**src/rtl/tcom_pkg.sv**
```systemverilog
// ----------------------------------------------------------------------------
// Touch cell occupancy map package
// Map dimensions, field widths, request codes and controller types.
// ----------------------------------------------------------------------------
package tcom_pkg;

	localparam int NUM_ROWS    = 7;
	localparam int NUM_COLUMNS = 10;
	localparam int ROW_IW      = $clog2(NUM_ROWS);
	localparam int COL_IW      = $clog2(NUM_COLUMNS);

	localparam int REQ_W = 3;
	localparam int COL_W = 4;
	localparam int ROW_W = 3;
	localparam int GAP_W = 3;

	localparam logic [GAP_W-1:0] GAP_RESET = 3'd3;

	localparam logic [REQ_W-1:0] REQ_QUERY      = 3'd0;
	localparam logic [REQ_W-1:0] REQ_SET_CELL   = 3'd1;
	localparam logic [REQ_W-1:0] REQ_CLEAR_CELL = 3'd2;
	localparam logic [REQ_W-1:0] REQ_SET_AREA   = 3'd3;
	localparam logic [REQ_W-1:0] REQ_CLEAR_AREA = 3'd4;
	localparam logic [REQ_W-1:0] REQ_CLEAR_ALL  = 3'd5;

	typedef logic [NUM_COLUMNS-1:0] row_bits_t;

	typedef enum logic [1:0] {
		ST_IDLE = 2'b01,
		ST_EXEC = 2'b10
	} ctrl_state_t;

	typedef struct packed {
		logic capture;
		logic exec;
		logic cfg_wr;
	} dp_cmd_t;

endpackage

```
**src/rtl/tcom_ctrl.sv**
```systemverilog
// ----------------------------------------------------------------------------
// Touch cell occupancy map controller
// Sequences request capture, execution and the result strobe.
// ----------------------------------------------------------------------------
module tcom_ctrl (
	input  logic             clk,
	input  logic             arst_n,
	input  logic             start,
	input  logic             cfg_valid,
	output logic             busy,
	output logic             cfg_ready,
	output logic             done,
	output tcom_pkg::dp_cmd_t cmd
);
	import tcom_pkg::*;

	ctrl_state_t state_q;
	ctrl_state_t state_next;
	logic        done_q;

	always_comb begin
		state_next = state_q;
		unique case (state_q)
			ST_IDLE: begin
				if (start) begin
					state_next = ST_EXEC;
				end
			end
			ST_EXEC: begin
				state_next = ST_IDLE;
			end
			default: begin
				state_next = ST_IDLE;
			end
		endcase
	end

	always_ff @(posedge clk or negedge arst_n) begin
		if (!arst_n) begin
			state_q <= ST_IDLE;
			done_q  <= 1'b0;
		end else begin
			state_q <= state_next;
			done_q  <= (state_q == ST_EXEC);
		end
	end

	assign busy        = (state_q == ST_EXEC);
	assign cfg_ready   = (state_q == ST_IDLE);
	assign done        = done_q;
	assign cmd.capture = start && (state_q == ST_IDLE);
	assign cmd.exec    = (state_q == ST_EXEC);
	assign cmd.cfg_wr  = cfg_valid && (state_q == ST_IDLE);

endmodule

```
**src/rtl/tcom_dp.sv**
```systemverilog
// ----------------------------------------------------------------------------
// Touch cell occupancy map datapath
// Holds the cell map and gap register, evaluates and applies one request.
// ----------------------------------------------------------------------------
module tcom_dp (
	input  logic                         clk,
	input  logic                         arst_n,
	input  tcom_pkg::dp_cmd_t            cmd,
	input  logic [tcom_pkg::GAP_W-1:0]   cfg_data,
	input  logic [tcom_pkg::REQ_W-1:0]   req_type,
	input  logic [tcom_pkg::COL_W-1:0]   column,
	input  logic [tcom_pkg::ROW_W-1:0]   row,
	output logic                         coord_valid,
	output logic                         cell_was_set,
	output logic                         any_cell_set,
	output logic                         pen_possible
);
	import tcom_pkg::*;

	row_bits_t          map_q [NUM_ROWS];
	row_bits_t          map_next [NUM_ROWS];
	logic [GAP_W-1:0]   gap_q;
	logic [REQ_W-1:0]   op_q;
	logic [COL_W-1:0]   col_q;
	logic [ROW_W-1:0]   row_q;
	logic               valid_q;
	logic               was_q;
	logic               any_q;
	logic               pen_q;

	logic               coord_ok;
	logic               was;
	logic               any;
	logic               tail_busy;
	logic [ROW_W:0]     gap_lim;
	logic [ROW_W:0]     row_ext;
	logic [ROW_W:0]     row_i;
	logic               in_row;
	logic               in_area;
	row_bits_t          rows_or;
	row_bits_t          bit_mask;
	row_bits_t          span;
	logic [NUM_COLUMNS+1:0] span_wide;

	always_comb begin
		row_ext  = {1'b0, row_q};
		coord_ok = ({1'b0, col_q} < (COL_W+1)'(NUM_COLUMNS)) &&
			(row_ext < (ROW_W+1)'(NUM_ROWS));
		was      = coord_ok && map_q[row_q[ROW_IW-1:0]][col_q[COL_IW-1:0]];
		gap_lim  = row_ext + {1'b0, gap_q};
		tail_busy = 1'b0;
		rows_or  = '0;
		for (int i = 0; i < NUM_ROWS; i++) begin
			rows_or = rows_or | map_q[i];
			if (((ROW_W+1)'(i) >= gap_lim) && (|map_q[i])) begin
				tail_busy = 1'b1;
			end
		end
		any       = |rows_or;
		bit_mask  = row_bits_t'(1) << col_q;
		span_wide = (NUM_COLUMNS+2)'(3'b111) << col_q;
		span      = span_wide[NUM_COLUMNS:1];
		in_row    = 1'b0;
		in_area   = 1'b0;
		row_i     = '0;
		for (int i = 0; i < NUM_ROWS; i++) begin
			row_i       = (ROW_W+1)'(i);
			in_row      = (row_i == row_ext);
			in_area     = in_row || ((row_i + 1'b1) == row_ext) || (row_i == (row_ext + 1'b1));
			map_next[i] = map_q[i];
			if (op_q == REQ_CLEAR_ALL) begin
				map_next[i] = '0;
			end else if (coord_ok) begin
				priority if (op_q == REQ_SET_CELL && in_row) begin
					map_next[i] = map_q[i] | bit_mask;
				end else if (op_q == REQ_CLEAR_CELL && in_row) begin
					map_next[i] = map_q[i] & ~bit_mask;
				end else if (op_q == REQ_SET_AREA && in_area) begin
					map_next[i] = map_q[i] | span;
				end else if (op_q == REQ_CLEAR_AREA && in_area) begin
					map_next[i] = map_q[i] & ~span;
				end else begin
					map_next[i] = map_q[i];
				end
			end
		end
	end

	always_ff @(posedge clk or negedge arst_n) begin
		if (!arst_n) begin
			for (int i = 0; i < NUM_ROWS; i++) begin
				map_q[i] <= '0;
			end
			gap_q <= GAP_RESET;
		end else begin
			if (cmd.exec) begin
				for (int i = 0; i < NUM_ROWS; i++) begin
					map_q[i] <= map_next[i];
				end
			end
			if (cmd.cfg_wr) begin
				gap_q <= cfg_data;
			end
		end
	end

	always_ff @(posedge clk) begin
		if (cmd.capture) begin
			op_q  <= req_type;
			col_q <= column;
			row_q <= row;
		end
		if (cmd.exec) begin
			valid_q <= coord_ok;
			was_q   <= was;
			any_q   <= any;
			pen_q   <= coord_ok && !was && !tail_busy;
		end
	end

	assign coord_valid  = valid_q;
	assign cell_was_set = was_q;
	assign any_cell_set = any_q;
	assign pen_possible = pen_q;

endmodule

```
**src/rtl/touch_cell_occupancy_map_unit.sv**
```systemverilog
// A result beat is strobed on done once the request has passed the execute state and the done register.
// A new request is taken only while idle; busy marks the single execute state of the controller.
// The receiver cannot stall: each result beat is strobed on done for exactly one cycle.
// Reset clears the whole cell map and returns the pen row gap to three.
// ----------------------------------------------------------------------------
// Touch cell occupancy map unit
// Cell map for palm rejection with set, clear, area and query requests.
// ----------------------------------------------------------------------------
module touch_cell_occupancy_map_unit (
	input  logic                         clk,
	input  logic                         arst_n,
	input  logic                         start,
	output logic                         busy,
	input  logic [tcom_pkg::REQ_W-1:0]   req_type,
	input  logic [tcom_pkg::COL_W-1:0]   column,
	input  logic [tcom_pkg::ROW_W-1:0]   row,
	output logic                         done,
	output logic                         coord_valid,
	output logic                         cell_was_set,
	output logic                         any_cell_set,
	output logic                         pen_possible,
	input  logic                         cfg_valid,
	output logic                         cfg_ready,
	input  logic [tcom_pkg::GAP_W-1:0]   cfg_data
);
	import tcom_pkg::*;

	dp_cmd_t cmd;

	tcom_ctrl u_ctrl (
		.clk       (clk),
		.arst_n    (arst_n),
		.start     (start),
		.cfg_valid (cfg_valid),
		.busy      (busy),
		.cfg_ready (cfg_ready),
		.done      (done),
		.cmd       (cmd)
	);

	tcom_dp u_dp (
		.clk          (clk),
		.arst_n       (arst_n),
		.cmd          (cmd),
		.cfg_data     (cfg_data),
		.req_type     (req_type),
		.column       (column),
		.row          (row),
		.coord_valid  (coord_valid),
		.cell_was_set (cell_was_set),
		.any_cell_set (any_cell_set),
		.pen_possible (pen_possible)
	);

endmodule

```
**config.mk**
```make
export PLATFORM = sky130hd
export DESIGN_NAME = touch_cell_occupancy_map_unit
export DESIGN_NICKNAME = d
export VERILOG_FILES = /design/src/rtl/tcom_pkg.sv /design/src/rtl/tcom_ctrl.sv /design/src/rtl/tcom_dp.sv /design/src/rtl/touch_cell_occupancy_map_unit.sv
export SDC_FILE = /design/constraint.sdc
export NUM_CORES = 1
export LEC_CHECK = 0
export ABC_AREA = 1
export BUFFER_PORTS_ARGS = -buffer_cell sky130_fd_sc_hd__buf_2
export CAP_MARGIN = 20
export CORE_ASPECT_RATIO = 1.1
export CORE_UTILIZATION = 46
export CTS_CLUSTER_DIAMETER = 60
export DETAILED_ROUTE_END_ITERATION = 10
export GPL_ROUTABILITY_DRIVEN = 0
export HOLD_SLACK_MARGIN = 0.15
export PLACE_DENSITY = 0.59
export SLEW_MARGIN = 40
export SYNTH_ARGS = -nofsm -noshare
export SYNTH_HDL_FRONTEND = slang
export SYNTH_HIERARCHICAL = 1
export SYNTH_SLANG_ARGS = --single-unit
export TNS_END_PERCENT = 30
```
**constraint.sdc**
```tcl
create_clock -name clk -period 2.6 [get_ports clk]
set_input_delay 0.52 -clock clk [delete_from_list [all_inputs] [get_ports clk]]
set_output_delay 0.52 -clock clk [all_outputs]
set_load 0.02 [all_outputs]
```
==> metrics.md <==
| Metric | Value |
|---|---|
| Yosys reg bits | `90` |
| Sequential area share after synthesis | `0.309` |
| RSZ-0062 raised after global routing | `false` |
| Total gr overflow | `0` |
| Root Buffer Master | `clkbuf_16` |
| Setup crit end kind | `flop` |
| Largest area contributor in the netlist | `dfrtp_1` |
| CP max stage delay | `0.53 ns` |
| Final Util | `0.523` |
| PD cells | `500 nW/µm²` |
| CP max FO | `9` |
| CP cell instances | `nor2_1, nand3_1, o21ai_0, buf_4, inv_1, nor2_1, o21ai_0, nand2_1, nand3_1, o21ai_1` |
| Largest net degree at the start of global routing | `53` |
| H-tree levels | `3` |
| Met1 Routed Length | `11500 µm` |
| Data required time of the worst path | `2.88 ns` |
| Post-Syn Nets | `1204` |
| Distinct cells, synth | `47` |
| Final cell count without fillers | `between 1000 and 1500` |
| Period minus WS final | `~2.4 ns` |
| Worst slew pin tran | `between 0.6 and 0.7 ns` |
| Peak Freq | `420 MHz` |
| Ports | `24` |
| WP data arrival | `2.66 ns` |
| Area delta synth->final | `10.2%` |
| Area contributors post-synth | `dfrtp_1 (24%), nand2_1 (15%), o21ai_0 (12%)` |
| Row count | `48` |
| Slew Limit Fails | `0` |
| Core ar. | `15900 µm²` |
| Crit-path leading delay family | `simple AND/OR/NAND/NOR gates` |
| Fin nets | `1236` |
| HPWL after DPL | `21100 µm` |
| Outcome | `finished clean` |
| Routed Antenna Nets | `0` |
| Layout cells sized above 1 | `0.128` |
| Per-cell routed wire length | `20.5 µm` |
| Fillers | `1676` |
| Clk_lat worst skew | `between 0.3 and 0.4 ns` |
| Post-synth top flop | `dfrtp_1` |
| Placed Cells | `1401` |
| Met2 routed WL | `around 13000 µm` |
| Met3 Wirelength | `2630 µm` |
| Initial antenna violation count | `0` |
| Initial Util | `0.475` |
| Clock sink count | `90` |
| Final Cycle Share | `0.915` |
| Average size of a mapped cell | `6.38 µm²` |
| Post-synth ARST share | `0.844` |
| Remaining DRCs | `0` |
| Initial drt markers | `934` |
| Slowest cell on the critical path | `edfxtp_1` |
| # diodes | `0` |
| Maxcap violations | `0` |
| Hold Vio Cnt, Final | `0` |
| Worst setup path category | `flop to flop` |
| HP Class | `input pin to flop` |
| Setup TNS | `0 ns` |
| Die Y-Extent | `136 µm` |
| Dpl ws | `about 0.32 ns` |
| DIE AREA | `16900 µm²` |
| Top sig layer | `met4` |
| Peak VDD IR | `around 340 µV` |
| Total number of vias | `8400` |
| Leak Pwr | `between 0.004 and 0.005 µW` |
| Post-synth top area share | `0.243` |
| CP bufs+invs | `2` |
| Final WL | `roughly 29000 µm` |
| Vias per cell | `5.92` |
| Post-synth EDFFs | `14` |
| DRT Pass-1 Iters | `6` |
| Number of global-route vias before repair | `7717` |
| Setup crit start kind | `flop` |
| YS warnings | `6` |
| First-pass GRT wire length | `about 44000 µm` |
| Mapped Area | `7530 µm²` |
| Die X | `124 µm` |
| CTS tree | `built` |
| TritonCTS Buffers | `9` |
| Placed cell areas | `7980 µm²` |
| Post-synthesis cell count | `1181` |
| Worst Skew | `0.00649 ns` |
| Relative slew margins | `0.571` |
| Port Buffer Count | `23` |
| Final WS setup | `0.220 ns` |
| Max Buffers Root-to-Sink | `2` |
| Final setup violation count | `0` |
| Clk pin slew, worst setup/hold paths | `0.07 ns` |
| Post-route cell area | `8300 µm²` |
| Total Routing Usage GR | `0.358` |
cell usage after synthesis, types with 3 or more instances:
master / count
inv_4: 4
buf_6: 6
nor2_4: 9
o21ai_1: 52
nand4_1: 16
o22ai_1: 8
nand3_2: 6
buf_2: 20
inv_1: 102
dfrtp_1: 73
nand3_1: 75
a31oi_1: 15
o21ai_0: 178
inv_2: 15
a21oi_1: 49
mux2_2: 3
ha_1: 5
nor2_1: 152
edfxtp_1: 14
o21ai_2: 7
nand2_1: 292
nand2_4: 6
dfstp_2: 3
nor2_2: 3
nand2_2: 8
buf_4: 4
clkbuf_1: 14
nor3_1: 15
power by group:
part           internal (µW)  total (µW)  switching (µW)
clock                    754        1360             606
combinational            355        1120             762
sequential              1550        1670             122
sequential cells by signal (all words and copies together) (netlist names):
name,count
u_dp/row_q,3
u_ctrl/state_q,2
u_dp/map_q,70
u_dp/coord_valid,1
u_dp/gap_q,3
u_dp/op_q,3
u_dp/cell_was_set,1
u_dp/pen_possible,1
u_ctrl/done,1
u_dp/col_q,4
u_dp/any_cell_set,1
stage by stage:
step | total power (µW) | hold slack (ns)
global placement | 2770 | 0.451
floorplan | 2380 | 0.224
global route | 4330 | 0.293
detailed placement | 2780 | 0.450
finish | 4150 | 0.292
CTS | 4150 | 0.285
cell families (layout without fill, tap and decap cells):
logic type	Yosys count	in the layout	share of synthesized area
xor gates and xnor gates	1	1	0.00116
adders and majority gates	6	6	0.0110
buffers and inverters	171	208	0.0995
AOI/OAI and AO/OA	321	321	0.227
DFF	90	90	0.309
muxes	3	3	0.00449
and+or+nand+nor	589	589	0.347
final cells by class:
type | instances | area, µm² | share of cell area
clock buffer | 9 | 225 | 0.0271
clock inverter | 7 | 76.3 | 0.00920
inverter | 124 | 477 | 0.0575
multi-input combinational | 920 | 4450 | 0.537
sequential | 90 | 2330 | 0.280
tap | 200 | 250 | 0.0302
timing repair buffer | 68 | 487 | 0.0587
placed cells by master (no fill, tap or decap), types with 14 or more instances in the layout:
cell type,count
nand2_1,292
o21ai_0,178
nor2_1,152
inv_1,102
nand3_1,75
dfrtp_1,73
o21ai_1,52
a21oi_1,49
buf_4,42
buf_2,22
nand4_1,16
nor3_1,15
inv_2,15
a31oi_1,15
edfxtp_1,14
what timing repair did:
action                                 in CTS  in global routing
buffers inserted                            0                  0
setup endpoints to repair                   0                  1
gates resized for setup                     0                  1
hold buffers                                1                  0
endpoints found under the hold margin      24                  0
worst reg2reg max path, stage by stage (launching register included):
cell      delay, ns
edfxtp_1       0.53
nor2_1         0.25
nand3_1        0.28
o21ai_0        0.26
buf_4          0.29
inv_1          0.19
nor2_1         0.17
o21ai_0        0.09
nand2_1        0.07
nand3_1        0.08
o21ai_1        0.09
worst paths after layout:
check | start | endpoint | slack, ns | cells after the start
min reg2reg | u_ctrl/state_q[1]$_DFFE_PN0P_ | u_ctrl/state_q[0]$_DFFE_PN1P_ | 0.48 | 2
max reg2reg | u_dp/col_q[1]$_DFFE_PP_ | u_dp/map_q[37]$_DFFE_PN0P_ | 0.22 | 10
min in group asynchronous | arst_n | u_dp/map_q[66]$_DFFE_PN0P_ | 0.60 | 2
max | u_dp/col_q[1]$_DFFE_PP_ | u_dp/map_q[37]$_DFFE_PN0P_ | 0.22 | 10
max in group asynchronous | arst_n | u_dp/gap_q[0]$_DFFE_PN1P_ | 1.33 | 3
min | start | u_ctrl/state_q[0]$_DFFE_PN1P_ | 0.29 | 2
per-layer routing:
layer,vias up,GRT usage
met1,3845,0.457
met2,445,0.531
met3,130,0.0608
li1,3980,-
met5,-,0
met4,0,0.285
(Power assumes the default switching activity.)
